File: config.mk
export PLATFORM = sky130hd
export DESIGN_NAME = stt_cell
export DESIGN_NICKNAME = d
export VERILOG_FILES = /design/src/stt_pkg.sv /design/src/stt_cell.sv
export SDC_FILE = /design/constraint.sdc
export NUM_CORES = 1
export LEC_CHECK = 0
export BUFFER_PORTS_ARGS = -buffer_cell sky130_fd_sc_hd__buf_2
export CORE_MARGIN = 5
export CORE_UTILIZATION = 61
export CTS_CLUSTER_DIAMETER = 200
export CTS_CLUSTER_SIZE = 14
export DETAILED_ROUTE_END_ITERATION = 10
export PLACE_DENSITY = 0.9
export SLEW_MARGIN = 5
export SYNTH_ARGS = -nofsm -noshare
export SYNTH_HDL_FRONTEND = slang
export SYNTH_SLANG_ARGS = --single-unit
File: constraint.sdc
create_clock -name clk -period 14.46 [get_ports clk]
set_input_delay 2.892 -clock clk [delete_from_list [all_inputs] [get_ports clk]]
set_output_delay 2.892 -clock clk [all_outputs]
set_load 0.005 [all_outputs]
File: src/stt_pkg.sv
// Shared types, constants and codes for the software timer table.
package stt_pkg;

  localparam int SLOTS       = 16;
  localparam int IDXW        = (SLOTS > 1) ? $clog2(SLOTS) : 1;
  localparam int CNTW        = $clog2(SLOTS + 1);
  localparam int MAX_RESULTS = 16;
  localparam int PICKW       = $clog2(MAX_RESULTS + 1);

  typedef enum logic [1:0] {
    OP_ADD    = 2'd0,
    OP_CANCEL = 2'd1,
    OP_TICK   = 2'd2,
    OP_NONE   = 2'd3
  } op_t;

  localparam logic KIND_ACK    = 1'b0;
  localparam logic KIND_EXPIRE = 1'b1;

  typedef enum logic {
    ST_IDLE = 1'b0,
    ST_SCAN = 1'b1
  } state_t;

  typedef struct packed {
    logic [1:0]  operation;
    logic [23:0] interval_ticks;
    logic        periodic;
    logic        run_now;
    logic [15:0] cancel_id;
  } in_t;

  typedef struct packed {
    logic        result_kind;
    logic [15:0] timer_id;
    logic        table_full;
    logic        last_result;
  } out_t;

  // Oldest expired timer seen so far along the row.
  typedef struct packed {
    logic            found;
    logic [31:0]     diff;
    logic [IDXW-1:0] idx;
    logic [15:0]     id;
  } link_t;

  // Broadcast from the controller to every cell.
  typedef struct packed {
    logic        cancel;
    logic [15:0] cancel_id;
    logic [31:0] now;
    logic [23:0] interval;
    logic        periodic;
    logic        run_now;
    logic [15:0] new_id;
  } cmd_t;

endpackage

File: src/stt_cell.sv
// One timer slot that also passes the running oldest-expired search to its neighbor.
module stt_cell (
  input  logic                    clk,
  input  logic                    rst_n,
  input  stt_pkg::cmd_t           cmd,
  input  logic                    add_sel,
  input  logic                    hit_sel,
  input  logic [stt_pkg::IDXW-1:0] slot_idx,
  input  stt_pkg::link_t          link_in,
  output stt_pkg::link_t          link_out,
  output logic                    valid_out
);

  logic           valid_r, valid_nxt;
  logic [31:0]    deadline_r, deadline_nxt;
  logic [23:0]    interval_r;
  logic           periodic_r;
  logic [15:0]    id_r;
  stt_pkg::link_t link_r, link_nxt;
  logic [31:0]    diff;
  logic           expired;

  assign diff    = deadline_r - cmd.now;
  assign expired = valid_r && diff[31];

  always_comb begin
    link_nxt = link_in;
    if (expired && (!link_in.found || diff < link_in.diff)) begin
      link_nxt.found = 1'b1;
      link_nxt.diff  = diff;
      link_nxt.idx   = slot_idx;
      link_nxt.id    = id_r;
    end
  end

  always_comb begin
    valid_nxt    = valid_r;
    deadline_nxt = deadline_r;
    priority if (add_sel) begin
      valid_nxt    = 1'b1;
      deadline_nxt = cmd.run_now ? cmd.now : cmd.now + {8'd0, cmd.interval};
    end else if (hit_sel) begin
      // Periodic timers reload; a reloaded deadline is never expired in the same tick.
      if (periodic_r) deadline_nxt = cmd.now + {8'd0, interval_r};
      else            valid_nxt    = 1'b0;
    end else if (cmd.cancel && valid_r && id_r == cmd.cancel_id) begin
      valid_nxt = 1'b0;
    end else begin
      valid_nxt = valid_r;
    end
  end

  always_ff @(posedge clk) begin
    if (!rst_n) begin
      valid_r      <= 1'b0;
      link_r.found <= 1'b0;
    end else begin
      valid_r      <= valid_nxt;
      link_r.found <= link_nxt.found;
    end
    link_r.diff <= link_nxt.diff;
    link_r.idx  <= link_nxt.idx;
    link_r.id   <= link_nxt.id;
    deadline_r  <= deadline_nxt;
    if (add_sel) begin
      interval_r <= cmd.interval;
      periodic_r <= cmd.periodic;
      id_r       <= cmd.new_id;
    end
  end

  assign link_out  = link_r;
  assign valid_out = valid_r;

endmodule

# Word-level counts from Yosys, hierarchy flattened

Index checks and enable logic that the tools add are counted.

Input bits: 152
Register bits: 127
Latch bits: 0
Output and inout port bits: 54
Memory bits (writable): 0
Bits in read-only memories: 0
Memories: 0

Shift-type cells: 0
$lt $le $gt $ge: 1
$add $sub $neg: 3
Multipliers: 0
Bitwise gates (word level): 0
Reduce and logical (&&, ||, !) cells: 11
Eq/ne operators: 2
Muxes and demuxes: 9
Divide/modulo/power cells: 0

Operator list:

| operator             | count |
|---|---|
| $mux W32             | 4 |
| $add A32 B24 Y32     | 2 |
| $mux W53             | 1 |
| $lt A32 B32 Y1       | 1 |
| $sub A32 B32 Y32     | 1 |
| $eq A16 B16 Y1       | 1 |
| $logic_and A1 B1 Y1  | 4 |
| $mux W1              | 4 |
| $reduce_and A2 Y1    | 2 |
| $reduce_bool A2 Y1   | 2 |
| $ne A3 B3 Y1 const B | 1 |
| $reduce_bool A3 Y1   | 1 |
| $logic_not A1 Y1     | 1 |
| $logic_or A1 B1 Y1   | 1 |

# Logic depth before layout (Yosys ltp)

Gate-level depths: netlist of run 1.

Word-level depth: 5
Gate-level depth with buffers: 21
Depth with buffers taken out: 20

# Least setup slack after synthesis of run 1

OpenSTA, ideal clock, no wires.

Kind: input-to-reg
Start: input port cmd[42] (netlist name)
End: register link_r (netlist bit link_out[10])
Slack: 7.788 ns
Cell stages on the path: 19
Path buffers: 1
Setup time: 0.123 ns
Arrival: 6.549 ns
Data required time: 14.337 ns
Cell sequence: ha_1 -> inv_1 -> fa_1 -> a21oi_1 -> o221a_2 -> a221oi_2 -> a221oi_2 -> o31a_1 -> o21ai_1 -> a311oi_1 -> xnor2_1 -> ha_1 -> nor2b_1 -> o21ai_0 -> o21ai_0 -> o21ai_0 -> nand4b_4 -> buf_6 -> mux2_1

RTL lines:

| what            | RTL line       | source |
|---|---|---|
| start, declared | stt_cell.sv:5  | `input stt_pkg::cmd_t cmd,` |
| end, declared   | stt_cell.sv:19 | `stt_pkg::link_t link_r, link_nxt;` |

==> summary by stage, run 1 <==
Status
The flow ran to the end, and the final reports show no timing, DRC or antenna violations.

Worst setup path
The critical path in this run is classified as in2reg. The reg-to-reg critical path startpoint is deadline_r[1]$_DFFE_PP_. The worst reg-to-reg setup slack is between 8 and 9 ns. The worst register-to-register path ends at link_out[11]$_DFF_P_. The data arrival time of the critical path is about 8.2 ns. The type of element capturing the critical path is a flip-flop. The worst reg2reg path depth is 18. The worst setup path is launched from a primary input. The maximum fanout count along the critical path is 52. The data required time at the worst endpoint is between 10 and 15 ns.

Placed design
In this run the cell area measured after placement is between 10000 and 15000 µm². Summed over all nets, the half-perimeter wirelength after detailed placement is 18600 µm. The number of placed instances with taps included is 1412. The count of buffers added on input and output ports is ~210. The routability-driven placement congestion ratio is ~0.94.

Prior to clock tree synthesis, the placed netlist has a worst setup slack of just over 6 ns.

Power
The design internal power is slightly below 0.9 mW. Of the total power, the share spent switching nets is a little over a third. The leakage power of the design is 5.32 nW. Of the total power, registers draw 32.6%. The total power consumption of the routed design is 1.36 mW. In this run, the clock network consumes 30.4% of the power.

The share of power burned in combinational logic is 36.9%. IR analysis of the VDD net gives a maximum drop of between 0.00009 and 0.0001 V. The analysis attributes to net switching a power of between 0.4 and 0.5 mW.

For this design the ratio of total power to cell area is roughly 120 nW/µm².

Die
The chip width is approximately 140 µm. The core box area is roughly 16000 µm². just over 200 I/O pins were placed. The starting density of the core is between 60 and 70%. After floorplanning, the core was divided into 46 placement rows.

The die covers between 15000 and 20000 µm². From bottom edge to top edge, the die measures 136 µm.

Synthesis
The share of the Yosys chip area taken by registers is 33.9%. Synthesis instantiated 71 different standard cells from the library. For this run, the leading register cell type out of synthesis is sky130_fd_sc_hd__edfxtp_1. When the netlist entered floorplanning its net count stood at about 1300. Synthesis produced 1014 cells.

The total of flip-flops plus latches after synthesis is roughly 130. The mapped netlist covers between 9000 and 10000 µm². Each instance of the synthesized netlist takes up on average between 9 and 10 µm². The number of flops mapped to enable cells by yosys is between 70 and 80. Of all flip-flops after synthesis, the portion carrying an async set or reset was 0%. For this run, the number of Yosys warnings is 0.

STA
Hold timing on the final database bottoms out at a slack of 0.519 ns. Of the available clock period, the critical path in the final layout requires 54.7%. Setup repair after global routing left no endpoint under its margin. In this run the tightest slew margin relative to its limit is a little over a quarter. The final setup slack of the worst path is ~6.5 ns. The number of hold-slack violations in the final timing report is 0. The fmax is ~130 MHz.

The setup skew after layout is between 0.009 and 0.01 ns. The worst path in the final design needs a cycle of about 7.9 ns, including I/O delays and setup. The final setup violation count is 0. The slew of the pin with the lowest slew margin is approximately 1.1 ns. Summed over all failing endpoints, the final setup total negative slack is 0 ns. The final count of pins violating max slew is 0.

Clock tree
The clock net in this run drives a total of between 100 and 150 sinks. The master cell of the clock root buffer is sky130_fd_sc_hd__clkbuf_16. The number of buffers on the longest clock path is 2.

TritonCTS built the clock tree. Clock-pin slew was measured on the worst setup and hold paths at ~0.07 ns. Once the clock tree was built, the setup fixing pass inserted 0 buffers. The hold buffer count at cts is 0.

TritonCTS created 17 clock buffers. The number of instances resized during post-cts repair is 0. The H-tree was split into 4 levels.

The clock insertion delay at the later pin of the skew report is 0.43 ns.

Cells and area
Leaving out fill and tap cells, the most frequent cell in the layout is sky130_fd_sc_hd__buf_2. The library cells used most frequently in the layout, excluding fill and tap cells, are 205 x sky130_fd_sc_hd__buf_2, 110 x sky130_fd_sc_hd__ha_1, 84 x sky130_fd_sc_hd__inv_1, 84 x sky130_fd_sc_hd__a21oi_1, 82 x sky130_fd_sc_hd__nand2_1. Summing all non-filler instances in the final layout gives an area of 11400 µm². The final cell count without fillers is roughly 1400. The filler cells instantiated in the layout total approximately 1100.

Cells with a size suffix above 1 make up 22.3% of the layout. The area growth from synthesis to final layout is 18.1%. At the end of the flow, the number of nets in the layout was approximately 1500. Cells fill between 70% and 80% of the core in the end.

Global routing
The number of antenna violations at the first check in global routing is 0. Global routing consumed, over all layers together, approximately a quarter of the routing resources. Entering global routing, the biggest net connects 73 pins. The global route total overflow is 0. The first-pass GRT wire length is around 39000 µm.

The via count of the first global-routing pass is just over 8000.

Routing
The final layout contains routed wiring with a total length of between 20000 and 25000 µm. The routed length per instance is roughly 17 µm. For this run, design rule violations remaining after detail routing come to 0. The routed via count divided by cell count is 5.85.

The detail route stage leaves a number of antenna-violating nets equal to 0. The first-pass detailed-route iteration total is 6. The DRC marker count from the first detailed-route iteration is 805. The routed layout has between 8000 and 9000 vias.

Hold path
The worst-case hold path end point is link_out[10]$_DFF_P_. The class of the worst hold path is reg2reg. The startpoint identified for the worst hold timing path is id_r[10]$_DFFE_PP_. Along the worst hold path, the cell count comes to 1.

Run
The number of max-cap violations is 0.
worst max path at each step:
stage / from / endpoint / slack (ns) / cells after the start
after floorplan: cmd[42] / link_out[10]$_DFF_P_ / 7.79 / 19
after global placement: cmd[43] / link_out[2]$_DFF_P_ / 6.40 / 20
after detailed placement: cmd[43] / link_out[12]$_DFF_P_ / 6.18 / 20
after CTS: cmd[43] / link_out[11]$_DFF_P_ / 6.63 / 20
after global routing: cmd[43] / link_out[32]$_DFF_P_ / 6.14 / 20
final: cmd[43] / link_out[11]$_DFF_P_ / 6.55 / 20
logic make-up (layout without fill, tap and decap cells):
kind of cell    count (synthesis)  in the layout  share of synthesized area, %
other cells                     0              1                             0
simple gates                  227            227                          11.3
fa+ha+maj                     113            113                          14.9
xor+xnor                       95             95                          8.61
flops                         127            127                          33.9
buf+inv                       110            324                          4.71
compound gates                282            282                          19.2
mux                            60             60                          7.45
power by group through the flow:
stage,Combinational (mW),Clock (mW),Sequential [mW]
finish,0.503,0.415,0.445
detailed placement,0.489,0,0.452
global route,0.557,0.438,0.449
global placement,0.468,0,0.451
CTS,0.497,0.419,0.445
floorplan,0.355,0,0.453
critical path, stage by stage:
cell and delay, ns:
sky130_fd_sc_hd__buf_2 0.12, sky130_fd_sc_hd__inv_1 0.14, sky130_fd_sc_hd__ha_1 0.31, sky130_fd_sc_hd__nor2b_1 0.18, sky130_fd_sc_hd__o2111ai_1 0.18, sky130_fd_sc_hd__a2111oi_0 0.71
sky130_fd_sc_hd__o311ai_0 0.28, sky130_fd_sc_hd__nand2_1 0.15, sky130_fd_sc_hd__a21o_1 0.12, sky130_fd_sc_hd__a21oi_1 0.08, sky130_fd_sc_hd__xnor2_1 0.21, sky130_fd_sc_hd__ha_1 0.28
sky130_fd_sc_hd__a21oi_1 0.15, sky130_fd_sc_hd__nor2_1 0.06, sky130_fd_sc_hd__a211oi_1 0.17, sky130_fd_sc_hd__nor4_1 0.09, sky130_fd_sc_hd__a2111oi_0 0.29, sky130_fd_sc_hd__a2111o_1 0.24
sky130_fd_sc_hd__nand4b_4 0.85, sky130_fd_sc_hd__mux2_1 0.67
flip-flops by register name, indices dropped and copies added (netlist names):
name,cells
deadline_r,32
id_r,16
interval_r,24
link_out,53
periodic_r,1
valid_out,1
synthesized netlist by cell type (all sizes together), types with 3 or more instances:
master / count / area (µm²)
nand2: 82 / 308
nor2b: 11 / 68.8
xor2: 24 / 210
mux2: 51 / 631
o31ai: 3 / 22.5
o221a: 3 / 33.8
a31oi: 10 / 62.6
a211o: 4 / 35.0
or2: 3 / 18.8
o2111ai: 3 / 26.3
dfxtp: 54 / 1080
o21ai: 60 / 304
and2: 4 / 25.0
a2111oi: 4 / 41.3
nor4: 4 / 25.0
and3: 4 / 25.0
or3: 3 / 18.8
nand4: 18 / 113
nand3: 28 / 140
nor3: 6 / 30.0
edfxtp: 73 / 2190
a21o: 33 / 248
a21oi: 84 / 420
mux2i: 9 / 90.1
clkbuf: 12 / 45.0
xnor2: 71 / 622
a311oi: 3 / 32.5
fa: 3 / 60.1
ha: 110 / 1380
nor2: 47 / 176
a221oi: 4 / 47.6
a211oi: 8 / 65.1
o211ai: 12 / 90.1
a2111o: 3 / 33.8
inv: 84 / 315
o21a: 11 / 82.6
buf: 13 / 91.3
o41ai: 4 / 35.0
a21boi: 6 / 45.0
o21bai: 11 / 86.3
nand2b: 7 / 43.8
cell type report:
type / instances / area (µm²) / share of cell area [%]
Tap cell: 216 / 270 / 2.37
Inverter: 85 / 319 / 2.80
Timing Repair Buffer: 207 / 1040 / 9.12
Clock inverter: 15 / 144 / 1.26
Clock buffer: 17 / 425 / 3.73
Antenna cell: 1 / 2.50 / 0.0219
Multi-Input combinational cell: 777 / 5940 / 52.0
Sequential cell: 127 / 3270 / 28.7
layer usage:
layer	global-route usage (%)	wire, µm
met1	34.2	10300
met2	44.4	11900
met3	5.85	1980
met4	7.39	449
met5	0	0
No activity file was read; power rests on OpenSTA's default activity.
==> run 2, diff against run 1 <==
--- a/config.mk
+++ b/config.mk
@@ -7,11 +7,11 @@
 export LEC_CHECK = 0
 export BUFFER_PORTS_ARGS = -buffer_cell sky130_fd_sc_hd__buf_2
 export CORE_MARGIN = 5
-export CORE_UTILIZATION = 61
+export CORE_UTILIZATION = 56
 export CTS_CLUSTER_DIAMETER = 200
 export CTS_CLUSTER_SIZE = 14
 export DETAILED_ROUTE_END_ITERATION = 10
-export PLACE_DENSITY = 0.9
+export PLACE_DENSITY = 0.84
 export SLEW_MARGIN = 5
 export SYNTH_ARGS = -nofsm -noshare
 export SYNTH_HDL_FRONTEND = slang
==> constraint.sdc (replaced) <==
create_clock -name clk -period 8 [get_ports clk]
set_input_delay 1.6 -clock clk [delete_from_list [all_inputs] [get_ports clk]]
set_output_delay 1.6 -clock clk [all_outputs]
set_load 0.005 [all_outputs]
==> summary by stage, run 2 (synthesis results as in run 1) <==
Hold path
The worst-case hold path end point is link_out[7]$_DFF_P_. The class of the worst hold path is reg2reg. In this run the most critical hold path is launched from id_r[7]$_DFFE_PP_.

The count of cells along the worst hold path is 1.

Clock tree
The clock drives between 100 and 150 sinks. The clock slew seen by the registers of the worst setup and hold paths is ~0.06 ns. The number of H-tree branching levels is 4. The clock insertion delay at the later pin of the skew report is around 0.42 ns. The number of buffers on the longest clock path is 2. The root buffer cell chosen for the clock tree is sky130_fd_sc_hd__clkbuf_16. The number of setup buffers added after CTS is 0. The clock tree from TritonCTS is built. The hold buffer count at cts is 0. The number of instances resized during post-cts repair is 0. Clock tree synthesis inserted a total of 17 buffers.

Global routing
The number of antenna violations at the first check in global routing came to 0. The first-pass GRT wire length is approximately 38000 µm. The global route total overflow is 0. The aggregate global-route resource usage is roughly 23%. The via count of the first global-routing pass is 7963. The pin count of the biggest net entering global routing is 65.

Die
The die covers about 20000 µm². The I/O pin count is 206. The die is 141 µm wide. The initial utilization of the core area, before any placement, comes to between 50% and 60%. The floorplan has between 40 and 50 rows. The die is about 140 µm tall. The core box area is approximately 17000 µm².

STA
The final count of pins violating max slew is 0. The final setup slack of the worst path is around 1.6 ns. Timing would allow up to 156 MHz. Measured against its own limit, the worst slew margin works out to ~53%. The final setup violation count is 0. The slew of the pin with the lowest slew margin is a little over 0.7 ns. In the finished design, the share of the clock period the worst path needs comes to roughly four fifths.

Setup repair after global routing left no endpoint under its margin. The final critical delay including setup and external delays is between 6 and 7 ns. Clock skew on the completed layout was measured at between 0.01 and 0.015 ns. Setup total negative slack on the finished layout was measured at 0 ns. The number of hold-slack violations in the final timing report is 0.

Placed design
After legalization and detailed placement, the total HPWL measured 18600 µm. The total of buffers placed on input and output ports is slightly above 200. The worst slack after detailed placement is roughly 1.2 ns.

The routability-driven placement congestion ratio is ~0.9. The post-place instance area is roughly 11000 µm².

Run
Across the run, the number of max-cap violations was 0.

Routing
The DRC violations left is 0. The final layout contains routed wiring with a total length of about 24000 µm. The DRC marker count from the first detailed-route iteration is approximately 650. In the routed layout, each cell is associated on average with a via count of roughly 5.7. The final route contains approximately 8300 vias. After detailed routing, the average wire length per cell comes to between 15 and 20 µm. The detail route stage leaves a number of antenna-violating nets equal to 0. For this run, the detailed router's first-pass iteration total came to 5.

Worst setup path
For the worst flop-to-flop path, the logic depth is 19. The count of buffering cells on the critical path with inverters included is 3. The data arrival time of the critical path is approximately 6.7 ns.

The cell family contributing the most delay on the critical path is compound AO/OA/AOI/OAI gates. Setup slack on the worst reg-to-reg path comes out at approximately 2.6 ns. In this run the critical register-to-register path is launched from deadline_r[0]$_DFFE_PP_. Traced cell by cell, the critical path runs through buf_2, inv_1, ha_1, nor2b_1, o2111ai_1, a2111oi_0, o311ai_0, nand2_1, a21o_1, a21oi_1, xnor2_1, ha_1, a21oi_1, nor2_1, a211oi_1, nor4_1, a2111oi_0, a2111o_1, nand4b_4, buf_4, mux2_1. On the worst path, the slowest cell contributes a delay of roughly 0.48 ns.

The maximum fanout count along the critical path is 28. The type of element capturing the critical path is a flip-flop. The destination of the worst register-to-register timing path is link_out[30]$_DFF_P_. The element type at the critical path start is a primary input.

The data required time at the worst endpoint is a little over 8 ns. The worst-path cell with the longest stage delay is sky130_fd_sc_hd__buf_4. The worst setup path is of the in2reg kind.

Cells and area
The repair_antennas step left the layout with diodes totalling 0. The final layout contains around 1500 nets. The summed area of non-filler cells in the final layout is around 11000 µm².

The area growth from synthesis to layout is 18.2%. Cells with a size suffix above 1 make up about 22% of the layout. The most common cell after layout, fill and taps aside is sky130_fd_sc_hd__buf_2.

The top cell types in the final layout, fill and taps aside, are 205 x sky130_fd_sc_hd__buf_2, 110 x sky130_fd_sc_hd__ha_1, 84 x sky130_fd_sc_hd__inv_1, 84 x sky130_fd_sc_hd__a21oi_1, 82 x sky130_fd_sc_hd__nand2_1. The register with the most flip-flops in the layout has 53 of them.

Power
The power density normalized to cell area is 213 nW/µm². The peak supply drop is 0.000167 V. The leakage power of the design is 5.31 nW.

Status
The run finished with clean final reports.
run 2: final cells by class:
cell class                      instances  area, µm²
Clock buffer                           18        429
Inverter                               85        319
Tap cell                              225        282
Clock inverter                         14        134
Fill cell                            1369       5690
Sequential cell                       127       3270
Timing Repair Buffer                  208       1050
Multi-Input combinational cell        777       5940
run 2: per-layer routing:
metal / GRT usage, % / vias up / wire [µm]
met5: 0 / - / 0
met4: 6.41 / 0 / 366
met3: 5.12 / 39 / 1710
met2: 37.9 / 336 / 11200
met1: 30.6 / 3794 / 10300
li1: - / 4123 / -
run 2: how the worst max path moves through the flow:
stage          startpoint                    to  slack, ns  depth (start not counted)
6_report          cmd[43]  link_out[30]$_DFF_P_       1.61                         21
5_1_grt           cmd[43]  link_out[29]$_DFF_P_       1.13                         21
4_1_cts           cmd[43]  link_out[29]$_DFF_P_       1.68                         21
3_5_place_dp      cmd[43]  link_out[29]$_DFF_P_       1.23                         21
3_3_place_gp      cmd[43]  link_out[21]$_DFF_P_       1.47                         21
2_1_floorplan     cmd[42]  link_out[10]$_DFF_P_       2.62                         19
run 2: worst reg2reg max path: stages (launching register included):
cell                       delay, ns
sky130_fd_sc_hd__edfxtp_1       0.36
sky130_fd_sc_hd__inv_1          0.07
sky130_fd_sc_hd__ha_1           0.16
sky130_fd_sc_hd__inv_1          0.06
sky130_fd_sc_hd__fa_1           0.40
sky130_fd_sc_hd__a21oi_1        0.19
sky130_fd_sc_hd__o221a_2        0.28
sky130_fd_sc_hd__a221oi_2       0.11
sky130_fd_sc_hd__nand3_1        0.10
sky130_fd_sc_hd__nand3_1        0.13
sky130_fd_sc_hd__a221oi_1       0.54
sky130_fd_sc_hd__xnor2_1        0.16
sky130_fd_sc_hd__ha_1           0.36
sky130_fd_sc_hd__nand3_1        0.13
sky130_fd_sc_hd__nor4_1         0.29
sky130_fd_sc_hd__o21ai_0        0.19
sky130_fd_sc_hd__a2111o_1       0.47
sky130_fd_sc_hd__nand4b_4       0.41
sky130_fd_sc_hd__buf_4          0.47
sky130_fd_sc_hd__mux2_1         0.39
run 2: report_power, final:
| group | total, mW | switching [mW] | internal (mW) |
|---|---|---|---|
| clock | 0.738 | 0.307 | 0.432 |
| sequential | 0.804 | 0.0249 | 0.779 |
| combinational | 0.897 | 0.496 | 0.401 |
| total | 2.44 | 0.828 | 1.61 |
run 2: metrics by stage:
step	cells	total power [mW]	utilization, %	hold slack [ns]
global placement	1422	1.66	63.5	0.482
detailed placement	1422	1.70	63.5	0.496
CTS	1454	2.44	66.7	0.510
finish	1454	2.44	66.7	0.508
global route	1454	2.59	66.7	0.528
floorplan	1014	1.46	-	0.476
